File: config.mk
export PLATFORM = sky130hd
export DESIGN_NAME = k_way_sorted_merge
export DESIGN_NICKNAME = d
export VERILOG_FILES = /design/src/rtl/kwm_pkg.sv /design/src/rtl/kwm_front.sv /design/src/rtl/kwm_back.sv /design/src/rtl/kwm_res_q.sv /design/src/rtl/k_way_sorted_merge.sv
export SDC_FILE = /design/constraint.sdc
export NUM_CORES = 2
export LEC_CHECK = 0
export ABC_AREA = 0
export CAP_MARGIN = 20
export CORE_MARGIN = 4
export CORE_UTILIZATION = 40
export DETAILED_ROUTE_END_ITERATION = 10
export DONT_BUFFER_PORTS = 1
export GPL_TIMING_DRIVEN = 1
export SKIP_CTS_REPAIR_TIMING = 1
export SLEW_MARGIN = 40
export SYNTH_ARGS = -nofsm -noshare
export SYNTH_HDL_FRONTEND = slang
export SYNTH_SLANG_ARGS = --single-unit
File: constraint.sdc
create_clock -name clk_i -period 27.1 [get_ports clk_i]
set_input_delay 0 -clock clk_i [delete_from_list [all_inputs] [get_ports clk_i]]
set_output_delay 0 -clock clk_i [all_outputs]
set_load 0.05 [all_outputs]
File: src/rtl/kwm_pkg.sv
`timescale 1ns / 1ps

package kwm_pkg;

  localparam int LISTS      = 8;
  localparam int LIST_DEPTH = 8;

  localparam int VALUE_W  = 32;
  localparam int IDX_W    = 3;
  localparam int OP_W     = 2;
  localparam int STATUS_W = 2;

  localparam int LIST_W  = (LISTS > 1) ? $clog2(LISTS) : 1;
  localparam int FILL_W  = $clog2(LIST_DEPTH + 1);
  localparam int ENTRIES = LISTS * LIST_DEPTH;
  localparam int ADDR_W  = (ENTRIES > 1) ? $clog2(ENTRIES) : 1;
  localparam int REM_W   = $clog2(ENTRIES + 1);

  localparam logic [OP_W-1:0] OP_APPEND       = 2'd0;
  localparam logic [OP_W-1:0] OP_APPEND_MERGE = 2'd1;
  localparam logic [OP_W-1:0] OP_MERGE        = 2'd2;
  localparam logic [OP_W-1:0] OP_NONE         = 2'd3;

  localparam logic [STATUS_W-1:0] STATUS_MERGED = 2'd0;
  localparam logic [STATUS_W-1:0] STATUS_EMPTY  = 2'd1;
  localparam logic [STATUS_W-1:0] STATUS_ORDER  = 2'd2;
  localparam logic [STATUS_W-1:0] STATUS_FULL   = 2'd3;

  typedef struct packed {
    logic                      do_append;
    logic                      do_merge;
    logic [IDX_W-1:0]          idx;
    logic signed [VALUE_W-1:0] value;
  } cmd_t;

  typedef struct packed {
    logic signed [VALUE_W-1:0] value;
    logic [IDX_W-1:0]          src;
    logic [STATUS_W-1:0]       status;
    logic                      last;
  } res_t;

endpackage

File: src/rtl/kwm_front.sv
`timescale 1ns / 1ps

module kwm_front (
  input  logic                              clk_i,
  input  logic                              rst_ni,
  input  logic                              push_i,
  input  logic [kwm_pkg::OP_W-1:0]          operation_i,
  input  logic [kwm_pkg::IDX_W-1:0]         list_index_i,
  input  logic signed [kwm_pkg::VALUE_W-1:0] value_i,
  output logic                              full_o,
  output logic                              cmd_valid_o,
  output kwm_pkg::cmd_t                     cmd_o,
  input  logic                              cmd_ready_i
);

  localparam int QDEPTH = 2;
  localparam int PTR_W  = 1;
  localparam int CNT_W  = 2;

  kwm_pkg::cmd_t q_mem [QDEPTH];
  kwm_pkg::cmd_t cmd_in;
  logic [PTR_W-1:0] wr_ptr_q, wr_ptr_d, rd_ptr_q, rd_ptr_d;
  logic [CNT_W-1:0] cnt_q, cnt_d;
  logic             wr_en, rd_en;

  // Operation code 3 is accepted and discarded here.
  always_comb begin
    cmd_in.do_append = (operation_i == kwm_pkg::OP_APPEND) ||
                       (operation_i == kwm_pkg::OP_APPEND_MERGE);
    cmd_in.do_merge  = (operation_i == kwm_pkg::OP_APPEND_MERGE) ||
                       (operation_i == kwm_pkg::OP_MERGE);
    cmd_in.idx       = list_index_i;
    cmd_in.value     = value_i;
  end

  assign full_o      = (cnt_q == CNT_W'(QDEPTH));
  assign cmd_valid_o = (cnt_q != '0);
  assign cmd_o       = q_mem[rd_ptr_q];
  assign wr_en       = push_i && !full_o && (operation_i != kwm_pkg::OP_NONE);
  assign rd_en       = cmd_valid_o && cmd_ready_i;

  always_comb begin
    wr_ptr_d = wr_ptr_q;
    rd_ptr_d = rd_ptr_q;
    cnt_d    = cnt_q;
    if (wr_en) begin
      wr_ptr_d = wr_ptr_q + PTR_W'(1);
    end
    if (rd_en) begin
      rd_ptr_d = rd_ptr_q + PTR_W'(1);
    end
    if (wr_en && !rd_en) begin
      cnt_d = cnt_q + CNT_W'(1);
    end else if (!wr_en && rd_en) begin
      cnt_d = cnt_q - CNT_W'(1);
    end
  end

  always_ff @(posedge clk_i or negedge rst_ni) begin
    if (!rst_ni) begin
      wr_ptr_q <= '0;
      rd_ptr_q <= '0;
      cnt_q    <= '0;
    end else begin
      wr_ptr_q <= wr_ptr_d;
      rd_ptr_q <= rd_ptr_d;
      cnt_q    <= cnt_d;
    end
  end

  always_ff @(posedge clk_i) begin
    if (wr_en) begin
      q_mem[wr_ptr_q] <= cmd_in;
    end
  end

endmodule

File: src/rtl/kwm_back.sv
`timescale 1ns / 1ps

module kwm_back (
  input  logic          clk_i,
  input  logic          rst_ni,
  input  logic          cmd_valid_i,
  input  kwm_pkg::cmd_t cmd_i,
  output logic          cmd_ready_o,
  output logic          res_valid_o,
  output kwm_pkg::res_t res_o,
  input  logic          res_ready_i
);

  localparam logic [1:0] ST_IDLE = 2'd0;
  localparam logic [1:0] ST_SEL  = 2'd1;
  localparam logic [1:0] ST_FILL = 2'd2;

  logic [1:0] state_q, state_d;

  logic [kwm_pkg::FILL_W-1:0] fill_q [kwm_pkg::LISTS];
  logic [kwm_pkg::FILL_W-1:0] fill_d [kwm_pkg::LISTS];
  logic [kwm_pkg::FILL_W-1:0] head_q [kwm_pkg::LISTS];
  logic [kwm_pkg::FILL_W-1:0] head_d [kwm_pkg::LISTS];
  logic [kwm_pkg::REM_W-1:0]  rem_q, rem_d;
  logic [kwm_pkg::LIST_W-1:0] win_q, win_d;
  logic                       refill_q, refill_d;

  logic signed [kwm_pkg::VALUE_W-1:0] headval_q [kwm_pkg::LISTS];
  logic signed [kwm_pkg::VALUE_W-1:0] tail_q [kwm_pkg::LISTS];
  logic signed [kwm_pkg::VALUE_W-1:0] mem [kwm_pkg::ENTRIES];
  logic signed [kwm_pkg::VALUE_W-1:0] rd_data_q;

  logic                         idx_ok;
  logic [kwm_pkg::LIST_W-1:0]   li;
  logic [kwm_pkg::FILL_W-1:0]   cur_fill;
  logic                         app_err;
  logic [kwm_pkg::STATUS_W-1:0] err_status;
  logic                         wr_en, rd_en;
  logic [kwm_pkg::ADDR_W-1:0]   wr_addr, rd_addr;
  logic [kwm_pkg::FILL_W-1:0]   next_head;

  logic                               found;
  logic [kwm_pkg::LIST_W-1:0]         best;
  logic signed [kwm_pkg::VALUE_W-1:0] bv;

  assign idx_ok   = int'(cmd_i.idx) < kwm_pkg::LISTS;
  assign li       = kwm_pkg::LIST_W'(cmd_i.idx);
  assign cur_fill = fill_q[li];
  assign wr_addr  = kwm_pkg::ADDR_W'(li) * kwm_pkg::ADDR_W'(kwm_pkg::LIST_DEPTH) +
                    kwm_pkg::ADDR_W'(cur_fill);

  always_comb begin
    app_err    = 1'b1;
    err_status = kwm_pkg::STATUS_FULL;
    if (idx_ok && (int'(cur_fill) < kwm_pkg::LIST_DEPTH)) begin
      if ((cur_fill != '0) && (cmd_i.value < tail_q[li])) begin
        err_status = kwm_pkg::STATUS_ORDER;
      end else begin
        app_err = 1'b0;
      end
    end
  end

  // On equal values the later list wins, so the scan keeps replacing on a tie.
  always_comb begin
    found = 1'b0;
    best  = '0;
    bv    = '0;
    for (int i = 0; i < kwm_pkg::LISTS; i++) begin
      if ((head_q[i] < fill_q[i]) && (!found || !(bv < headval_q[i]))) begin
        found = 1'b1;
        best  = kwm_pkg::LIST_W'(i);
        bv    = headval_q[i];
      end
    end
  end

  assign next_head = head_q[best] + kwm_pkg::FILL_W'(1);
  assign rd_addr   = kwm_pkg::ADDR_W'(best) * kwm_pkg::ADDR_W'(kwm_pkg::LIST_DEPTH) +
                     kwm_pkg::ADDR_W'(next_head);

  always_comb begin
    state_d     = state_q;
    fill_d      = fill_q;
    head_d      = head_q;
    rem_d       = rem_q;
    win_d       = win_q;
    refill_d    = refill_q;
    cmd_ready_o = 1'b0;
    res_valid_o = 1'b0;
    wr_en       = 1'b0;
    rd_en       = 1'b0;
    res_o       = '0;
    unique case (state_q)
      ST_IDLE: begin
        if (cmd_valid_i) begin
          if (cmd_i.do_append) begin
            if (app_err) begin
              res_o.value  = cmd_i.value;
              res_o.src    = cmd_i.idx;
              res_o.status = err_status;
              res_o.last   = 1'b1;
              if (res_ready_i) begin
                res_valid_o = 1'b1;
                cmd_ready_o = 1'b1;
              end
            end else begin
              cmd_ready_o = 1'b1;
              wr_en       = 1'b1;
              fill_d[li]  = cur_fill + kwm_pkg::FILL_W'(1);
              rem_d       = rem_q + kwm_pkg::REM_W'(1);
              if (cmd_i.do_merge) begin
                state_d = ST_SEL;
              end
            end
          end else begin
            cmd_ready_o = 1'b1;
            state_d     = ST_SEL;
          end
        end
      end
      ST_SEL: begin
        if (rem_q == '0) begin
          res_o.status = kwm_pkg::STATUS_EMPTY;
          res_o.last   = 1'b1;
          if (res_ready_i) begin
            res_valid_o = 1'b1;
            state_d     = ST_IDLE;
          end
        end else begin
          res_o.value  = bv;
          res_o.src    = kwm_pkg::IDX_W'(best);
          res_o.status = kwm_pkg::STATUS_MERGED;
          res_o.last   = (rem_q == kwm_pkg::REM_W'(1));
          if (res_ready_i) begin
            res_valid_o = 1'b1;
            if (rem_q == kwm_pkg::REM_W'(1)) begin
              rem_d = '0;
              for (int i = 0; i < kwm_pkg::LISTS; i++) begin
                fill_d[i] = '0;
                head_d[i] = '0;
              end
              state_d = ST_IDLE;
            end else begin
              head_d[best] = next_head;
              rem_d        = rem_q - kwm_pkg::REM_W'(1);
              win_d        = best;
              refill_d     = next_head < fill_q[best];
              rd_en        = next_head < fill_q[best];
              state_d      = ST_FILL;
            end
          end
        end
      end
      ST_FILL: begin
        state_d = ST_SEL;
      end
      default: begin
        state_d = ST_IDLE;
      end
    endcase
  end

  always_ff @(posedge clk_i or negedge rst_ni) begin
    if (!rst_ni) begin
      state_q  <= ST_IDLE;
      rem_q    <= '0;
      win_q    <= '0;
      refill_q <= 1'b0;
      for (int i = 0; i < kwm_pkg::LISTS; i++) begin
        fill_q[i] <= '0;
        head_q[i] <= '0;
      end
    end else begin
      state_q  <= state_d;
      rem_q    <= rem_d;
      win_q    <= win_d;
      refill_q <= refill_d;
      fill_q   <= fill_d;
      head_q   <= head_d;
    end
  end

  always_ff @(posedge clk_i) begin
    if (wr_en) begin
      mem[wr_addr] <= cmd_i.value;
      tail_q[li]   <= cmd_i.value;
      if (cur_fill == '0) begin
        headval_q[li] <= cmd_i.value;
      end
    end
    if (rd_en) begin
      rd_data_q <= mem[rd_addr];
    end
    if ((state_q == ST_FILL) && refill_q) begin
      headval_q[win_q] <= rd_data_q;
    end
  end

endmodule

File: src/rtl/kwm_res_q.sv
`timescale 1ns / 1ps

module kwm_res_q (
  input  logic          clk_i,
  input  logic          rst_ni,
  input  logic          push_i,
  input  kwm_pkg::res_t res_i,
  output logic          ready_o,
  input  logic          pop_i,
  output logic          empty_o,
  output kwm_pkg::res_t res_o
);

  localparam int QDEPTH = 2;
  localparam int PTR_W  = 1;
  localparam int CNT_W  = 2;

  kwm_pkg::res_t q_mem [QDEPTH];
  logic [PTR_W-1:0] wr_ptr_q, wr_ptr_d, rd_ptr_q, rd_ptr_d;
  logic [CNT_W-1:0] cnt_q, cnt_d;
  logic             wr_en, rd_en;

  assign ready_o = (cnt_q != CNT_W'(QDEPTH));
  assign empty_o = (cnt_q == '0);
  assign res_o   = q_mem[rd_ptr_q];
  assign wr_en   = push_i && ready_o;
  assign rd_en   = pop_i && !empty_o;

  always_comb begin
    wr_ptr_d = wr_ptr_q;
    rd_ptr_d = rd_ptr_q;
    cnt_d    = cnt_q;
    if (wr_en) begin
      wr_ptr_d = wr_ptr_q + PTR_W'(1);
    end
    if (rd_en) begin
      rd_ptr_d = rd_ptr_q + PTR_W'(1);
    end
    if (wr_en && !rd_en) begin
      cnt_d = cnt_q + CNT_W'(1);
    end else if (!wr_en && rd_en) begin
      cnt_d = cnt_q - CNT_W'(1);
    end
  end

  always_ff @(posedge clk_i or negedge rst_ni) begin
    if (!rst_ni) begin
      wr_ptr_q <= '0;
      rd_ptr_q <= '0;
      cnt_q    <= '0;
    end else begin
      wr_ptr_q <= wr_ptr_d;
      rd_ptr_q <= rd_ptr_d;
      cnt_q    <= cnt_d;
    end
  end

  always_ff @(posedge clk_i) begin
    if (wr_en) begin
      q_mem[wr_ptr_q] <= res_i;
    end
  end

endmodule

File: src/rtl/k_way_sorted_merge.sv
`timescale 1ns / 1ps

// Merges up to eight sorted lists of signed 32-bit values into one nondecreasing
// stream of words. Input words pass through a two-entry command queue, so the
// input side can take up to two words while the merge engine is busy. A plain
// append goes straight into its list, and an append that is dropped waits until
// the two-entry result queue has room. For each stored value a merge first picks
// the smallest head value across the lists, then refills that list's head
// register from the single read port of the element RAM. The last value needs no
// refill, and an empty merge gives one word of status empty.

module k_way_sorted_merge (
  input  logic                               clk_i,
  input  logic                               rst_ni,
  input  logic                               push,
  output logic                               full,
  input  logic [kwm_pkg::OP_W-1:0]           operation_i,
  input  logic [kwm_pkg::IDX_W-1:0]          list_index_i,
  input  logic signed [kwm_pkg::VALUE_W-1:0] value_i,
  output logic                               empty,
  input  logic                               pop,
  output logic signed [kwm_pkg::VALUE_W-1:0] merged_value_o,
  output logic [kwm_pkg::IDX_W-1:0]          source_list_o,
  output logic [kwm_pkg::STATUS_W-1:0]       status_o,
  output logic                               last_o
);

  kwm_pkg::cmd_t cmd;
  kwm_pkg::res_t res_in, res_out;
  logic          cmd_valid, cmd_ready;
  logic          res_valid, res_ready;

  kwm_front u_front (
    .clk_i        (clk_i),
    .rst_ni       (rst_ni),
    .push_i       (push),
    .operation_i  (operation_i),
    .list_index_i (list_index_i),
    .value_i      (value_i),
    .full_o       (full),
    .cmd_valid_o  (cmd_valid),
    .cmd_o        (cmd),
    .cmd_ready_i  (cmd_ready)
  );

  kwm_back u_back (
    .clk_i       (clk_i),
    .rst_ni      (rst_ni),
    .cmd_valid_i (cmd_valid),
    .cmd_i       (cmd),
    .cmd_ready_o (cmd_ready),
    .res_valid_o (res_valid),
    .res_o       (res_in),
    .res_ready_i (res_ready)
  );

  kwm_res_q u_res_q (
    .clk_i   (clk_i),
    .rst_ni  (rst_ni),
    .push_i  (res_valid),
    .res_i   (res_in),
    .ready_o (res_ready),
    .pop_i   (pop),
    .empty_o (empty),
    .res_o   (res_out)
  );

  assign merged_value_o = res_out.value;
  assign source_list_o  = res_out.src;
  assign status_o       = res_out.status;
  assign last_o         = res_out.last;

endmodule

After elaboration in Yosys (flattened, before gate mapping)
Memories as Yosys holds them, arrays and structs flattened. A register that Yosys moved wholly into a read port is not among the register bits. Index checks and enable logic that the tools add are counted.

Output and inout bits: 40. Memories kept: 5. Logic and storage cells: 258. Memory bits (writable): 2710. Flip-flop bits (word level): 85. Input bits: 41.

Equality and inequality tests: 16. Bitwise logic cells: 4. Magnitude comparators: 22. Muxes and demuxes: 106. $add $sub $neg: 14. Reductions and logical operators: 65.

Memory list: u_back.mem (depth 64, width 32, read ports 1, clocked after Yosys merged registers in 1, wr ports 1, line kwm_back.sv:30) `logic signed [kwm_pkg::VALUE_W-1:0] mem [kwm_pkg::ENTRIES];`; u_back.headval_q (depth 8, width 32, read ports 8, clocked after Yosys merged registers in 0, wr ports 1, line kwm_back.sv:28) `logic signed [kwm_pkg::VALUE_W-1:0] headval_q [kwm_pkg::LISTS];`; u_back.tail_q (depth 8, width 32, read ports 1, clocked after Yosys merged registers in 0, wr ports 1, line kwm_back.sv:29) `logic signed [kwm_pkg::VALUE_W-1:0] tail_q [kwm_pkg::LISTS];`; u_res_q.q_mem (depth 2, width 38, read ports 1, clocked after Yosys merged registers in 0, wr ports 1, line kwm_res_q.sv:18) `kwm_pkg::res_t q_mem [QDEPTH];`; u_front.q_mem (depth 2, width 37, read ports 1, clocked after Yosys merged registers in 0, wr ports 1, line kwm_front.sv:20) `kwm_pkg::cmd_t q_mem [QDEPTH];`.

Operators by type and width (number): two-way mux 32 bit (16); < comparator 32 bit (8); two-way mux 38 bit (3); one-hot mux 38 bit (2 select lines) (1); bitwise mux 32 bit (2); one-hot mux 32 bit (2 select lines) (1); two-way mux 7 bit (6); two-way mux 1 bit (40); binary-select mux 4 bit (select 3 bit) (3); < comparator 4 bit (9); two-way mux 35 bit (1); two-way mux 4 bit (8); OR reduction 32 bit (1); two-way mux 2 bit (15); demux 4 bit (select 3 bit) (2); logical AND 1 bit (20); zero test 1 bit (20); two-way mux 3 bit (5); one-hot mux 7 bit (2 select lines) (1); adder 6 x 4 -> 6 bit (2); != test 2 bit, second input constant (6); logical OR 1 bit (9); adder 4 x 1 -> 4 bit, second input constant (2); greater-or-equal comparator 4 bit, second input constant (2); 25 further kinds (44).

Depth between registers and ports, before layout
Word-level depth: 47. Mapped depth: 131. Gate-level depth less buffers: 110.

Modules after synthesis
Synthesis repeated with hierarchy kept, for this count alone.

Cell total of the unflattened synthesis: 7600. Area total of the unflattened synthesis: 119875.0 um^2.

By module, submodules not included: kwm_back (cells each 7326, times used 1, area an instance 113883.0 um^2, seq. area each 79761.5 um^2); kwm_front (cells each 138, times used 1, area an instance 3010.4 um^2, seq. area each 2322.2 um^2); kwm_res_q (cells each 136, times used 1, area an instance 2981.6 um^2, seq. area each 2382.3 um^2).

Worst setup path before layout
No wires, ideal clock.

Path type: reg-to-reg. From: register u_back.head_q[29] (netlist bit). To: register u_back.rd_data_q[0] (netlist bit) (read register of u_back.mem) (enable). Library setup time: 0.600 ns. Path buffers: 19. Clock period less this slack: 29.302 ns. Arrival time: 28.702 ns. Stages on the path, launching flop included: 120. Setup slack: -2.202 ns. Data required time: 26.500 ns. Path through: dfrtp_1 -> ha_1 -> a211o_1 -> a21oi_1 -> clkbuf_1 -> and2_1 -> ha_1 -> a211oi_1 -> o21ai_1 -> a41o_1 -> a2111o_1 -> or3_1 -> and3_1 -> nor2_1 -> clkbuf_1 -> mux2_2 -> ha_1 -> and4_1 -> [... 84 more ...] -> or2_2 -> a2111oi_2 -> o21ai_1 -> nor2_1 -> o21a_2 -> a21oi_4 -> inv_2 -> buf_6 -> buf_6 -> buf_6 -> buf_2 -> buf_2 -> ha_1 -> xnor2_1 -> inv_1 -> ha_1 -> o211a_1 -> a2111oi_0.

Longest elaborated chain between the ends: 47. Elaborated cells on any way between the ends: 71. Those cells by class: 2 x add/sub; 9 x order compare; 31 x mux; 1 x bitwise; 28 x reduce/logical.

RTL lines: from (decl) (line kwm_back.sv:22) `logic [kwm_pkg::FILL_W-1:0] head_q [kwm_pkg::LISTS];`; from (signal, indexed assignment) (line kwm_back.sv:172) `head_q[i] <= '0;`; from (signal assigned) (line kwm_back.sv:180) `head_q <= head_d;`; < comparator 4 bit (line kwm_back.sv:70) `if ((head_q[i] < fill_q[i]) && (!found || !(bv < headval_q[i]))) begin`; two-way mux 32 bit (line kwm_back.sv:70); < comparator 32 bit (line kwm_back.sv:70); zero test 1 bit (line kwm_back.sv:70); logical OR 1 bit (line kwm_back.sv:70); logical AND 1 bit (line kwm_back.sv:70); two-way mux 32 bit (line kwm_back.sv:70); < comparator 32 bit (line kwm_back.sv:70); [... 31 more ...]; two-way mux 4 bit (not written as such) (2 in series) (line kwm_back.sv:78) `assign next_head = head_q[best] + kwm_pkg::FILL_W'(1);`; adder 4 x 1 -> 4 bit (line kwm_back.sv:78); < comparator 4 bit * (line kwm_back.sv:149) `rd_en = next_head < fill_q[best];`; two-way mux 1 bit * (line kwm_back.sv:137) `if (rem_q == kwm_pkg::REM_W'(1)) begin`; two-way mux 1 bit * (line kwm_back.sv:135) `if (res_ready_i) begin`; two-way mux 1 bit * (line kwm_back.sv:123) `if (rem_q == '0) begin`; two-way mux 1 bit * (line kwm_back.sv:94) `unique case (state_q)`; via u_back.rd_en (line kwm_back.sv:38) `logic wr_en, rd_en;`; to (decl) (line kwm_back.sv:31) `logic signed [kwm_pkg::VALUE_W-1:0] rd_data_q;`.

The timed path passes the listed nets; every way through them passes the cells marked *. The select of a mux whose other input is x is not followed. A chain may end at the register's enable or synchronous reset.

Worst setup path after layout
From: register u_back.fill_q[29] (netlist bit). To: register u_back.rd_data_q[2] (netlist bit) (read register of u_back.mem) (data pin).

Longest elaborated chain between the ends: 47. Elaborated cells on any way between the ends: 71. Those cells by class: 2 x add/sub; 9 x order compare; 31 x mux; 1 x bitwise; 28 x reduce/logical.

RTL lines: from (decl) (line kwm_back.sv:20) `logic [kwm_pkg::FILL_W-1:0] fill_q [kwm_pkg::LISTS];`; from (signal assigned) (line kwm_back.sv:179) `fill_q <= fill_d;`; < comparator 4 bit (line kwm_back.sv:70); two-way mux 32 bit (line kwm_back.sv:70); < comparator 32 bit (line kwm_back.sv:70); zero test 1 bit (line kwm_back.sv:70); logical OR 1 bit (line kwm_back.sv:70); logical AND 1 bit (line kwm_back.sv:70); two-way mux 32 bit (line kwm_back.sv:70); < comparator 32 bit (line kwm_back.sv:70); [... 30 more ...]; binary-select mux 4 bit (select 3 bit) (line kwm_back.sv:78); two-way mux 4 bit (not written as such) (2 in series) (line kwm_back.sv:78); adder 4 x 1 -> 4 bit (line kwm_back.sv:78); < comparator 4 bit (line kwm_back.sv:149); two-way mux 1 bit (line kwm_back.sv:137); two-way mux 1 bit (line kwm_back.sv:135); two-way mux 1 bit (line kwm_back.sv:123); two-way mux 1 bit (line kwm_back.sv:94).

Parallel ways exist; a longest one is shown, timed or not. The select of a mux whose other input is x is not followed.

==> flow_metrics.py <==
metrics = {
    "status": {
        "status": "completed",
    },
    "place": {
        "dp_slack_ns": 0.0903,
        "dpl.hpwl_um": 222000,
        "globalplace.congestion": 0.947,
        "portBuffers": 0,
        "placed_area_mm2": 0.126,
    },
    "layout": {
        "finalInstanceArea_mm2": 0.137,
        "area_delta_synth_final_pct": 15.3,
        "nets": 8099,
        "mostFrequentLayoutCell": "edfxtp_1",
        "final_cell_mix": "2742 x edfxtp_1, 518 x nand2_1, 358 x mux4_2",
        "post_route_cells_drive_above_1_share_pct": 19.4,
    },
    "floorplanning": {
        "die_h_um": 553,
        "die-area_mm2": 0.306,
        "rows": 199,
        "ioPinCount": 81,
        "die_w_um": 553,
        "core_area_mm2": 0.295,
        "start_util_pct": 40.3,
    },
    "setup_path": {
        "timing.rr.end": "u_back.rd_data_q[2]",
        "startpoint": "u_back.fill_q[29]",
        "worstPathRequired_ns": 27.67,
        "worstPathArrival_ns": 26.36,
        "cp_slowest_cell": "nor4bb_1",
        "crit_type": "reg2reg",
        "critPathMaxFanout": 91,
        "end_kind": "flop",
        "r2r_slack_ns": 1.30,
        "worstSetupStartpointType": "flop",
        "reg2reg_from": "u_back.fill_q[29]",
        "endpoint": "u_back.rd_data_q[2]",
        "cpPeakStageDelay_ns": 0.76,
        "r2r_cells": 105,
        "cp_common_cell": "a21o_1",
    },
    "synth": {
        "yosysTopAreaCell": "edfxtp_1",
        "netlist.area_leader.share_pct": 69.2,
        "seq_area_frac_synth_pct": 71.0,
        "synthTopCellsByArea": "edfxtp_1 69%, mux4_2 6.8%, ha_1 3.0%",
        "synth_edf_count": 2742,
        "synthCells": 7397,
        "syn_area_per_cell_um2": 16.1,
        "async_flop_share_pct": 3.01,
        "yosysWarnings": 0,
        "synth_cell_types": 93,
        "syn_nets": 7728,
        "synth-seq-cells": 2827,
        "synthFlopType": "edfxtp_1",
        "synth_area_mm2": 0.119,
    },
    "timing": {
        "worst_slew_pin_slew_ns": 0.951,
        "finalSetupViolCount": 0,
        "drv_slew": 0,
        "fin_worst_skew_ns": 0.0903,
        "max_freq_mhz": 38.8,
        "worst_slack_ns": 1.30,
        "slew-limit-headroom_pct": 35.3,
        "period_share_pct": 95.2,
        "hold_viol_final": 0,
        "post-route-min-period_ns": 25.80,
    },
    "clocking": {
        "clk_latency_ns": 0.89,
        "clockRootBuffer": "clkbuf_16",
        "htree_levels": 5,
        "cts_sinks": 2827,
        "numCtsBuffers": 304,
        "cts_tree": "yes",
        "clock_path_buffers": 4,
        "clk_pin_slew_ns": 0.06,
    },
    "drt": {
        "wire_per_inst_um": 30.7,
        "wirelength_um": 366000,
        "ant_nets": 0,
        "vias": 71100,
        "vias_per_cell": 5.96,
        "drc": 0,
        "first_pass_iters": 6,
        "drt_iter0_markers": 9000,
    },
    "global_route": {
        "antenna_found_initial": 20,
        "grt_pass1_vias": 69800,
        "groute.usage.overall_pct": 23.2,
        "grt-ovfl-total": 0,
        "grt_max_degree": 136,
        "grt_pass1_wl_um": 516000,
    },
    "run": {
        "maxCapViolations": 0,
    },
    "worst_hold_path": {
        "min_delay_path_depth": 1,
        "min_path_type": "in2reg",
    },
}
==> Yosys cell counts (30+ instances only) <==
cell / instances
edfxtp_1: 2742
nand2_1: 531
nor2_1: 396
mux4_2: 358
inv_1: 334
ha_1: 290
clkbuf_1: 270
a21oi_1: 229
o21ai_0: 226
mux2i_1: 161
mux2_2: 142
nor3_1: 128
a211oi_1: 114
a22oi_1: 112
nand3_1: 111
and2_1: 95
a22o_1: 93
o22ai_1: 91
dfrtp_1: 85
a21o_1: 72
a221oi_1: 60
a31oi_1: 58
nor4_1: 56
nand4_1: 46
and3_1: 37
o221ai_1: 32
buf_2: 31
nand2b_1: 31
buf_1: 30
or4_1: 30
==> flip-flops by register name (all words and copies together), names as in the netlist, 2 cells and up <==
register	cells
u_back.mem	2048
u_back.headval_q	256
u_back.tail_q	256
u_res_q.q_mem	76
u_front.q_mem	74
u_back.fill_q	32
u_back.head_q	32
u_back.rd_data_q	32
u_back.rem_q	7
u_back.win_q	3
u_back.state_q	2
u_front.cnt_q	2
u_res_q.cnt_q	2
==> through the flow <==
stage | instances | TNS [ns] | hold WS (ns) | util (%)
final | 11900 | 0 | 0.0360 | 46.5
after global routing | 11900 | -0.254 | 0.0553 | 46.5
after CTS | 11800 | 0 | -1.19 | 46.0
after detailed placement | 11300 | 0 | -0.289 | 42.8
after global placement | 11300 | 0 | -0.289 | 42.6
after floorplan | 7397 | 0 | -0.296 | -
==> per-layer routing <==
| layer | vias to the layer above | wire [µm] | GRT usage (%) |
|---|---|---|---|
| met1 | 36900 | 146000 | 31.1 |
| li1 | 30100 | - | - |
| met2 | 3457 | 171000 | 37.2 |
| met4 | 2 | 16600 | 9.48 |
| met5 | - | 13 | 0 |
| met3 | 653 | 31800 | 4.47 |
==> worst max-delay path, delay by kind of cell (launching register included) <==
family	cells	cell delay [ns]
adders and majority gates	9	2.96
buffers and inverters	10	2.28
and+or+nand+nor	30	7.65
AOI/OAI and AO/OA	54	11.19
DFF	1	0.38
muxes	2	0.77
==> cell families after synthesis <==
group	after synthesis	synth area share [%]
adders and majority gates	290	3.05
xor gates and xnor gates	17	0.131
AOI/OAI and AO/OA	1329	7.72
and+or+nand+nor	1567	6.18
buffers and inverters	706	2.45
muxes	661	9.48
DFF	2827	71.0
==> worst min-delay path by stage <==
stage / startpoint / end / slack, ns
floorplan: rst_ni / u_back.fill_q[0] / -0.30
global placement: rst_ni / u_back.rem_q[4] / -0.29
detailed placement: rst_ni / u_res_q.rd_ptr_q / -0.29
CTS: rst_ni / u_back.head_q[18] / -1.19
global route: value_i[29] / u_front.q_mem[1][29] / 0.06
finish: value_i[29] / u_front.q_mem[1][29] / 0.04
==> final cells by class <==
type                    instances  area (µm²)
inverters                     338        1280
fillers                     25100      158000
clock buffers                 369        8030
flip-flops and latches       2827       84500
repair buffers                432        3990
clock inverters               172        1440
diodes                         10        25.0
multi-input cells            3865       33000
well taps                    3919        4900
Power is not shown: default switching activity piles up to over one toggle a cycle in this logic, so the estimate is an artifact.
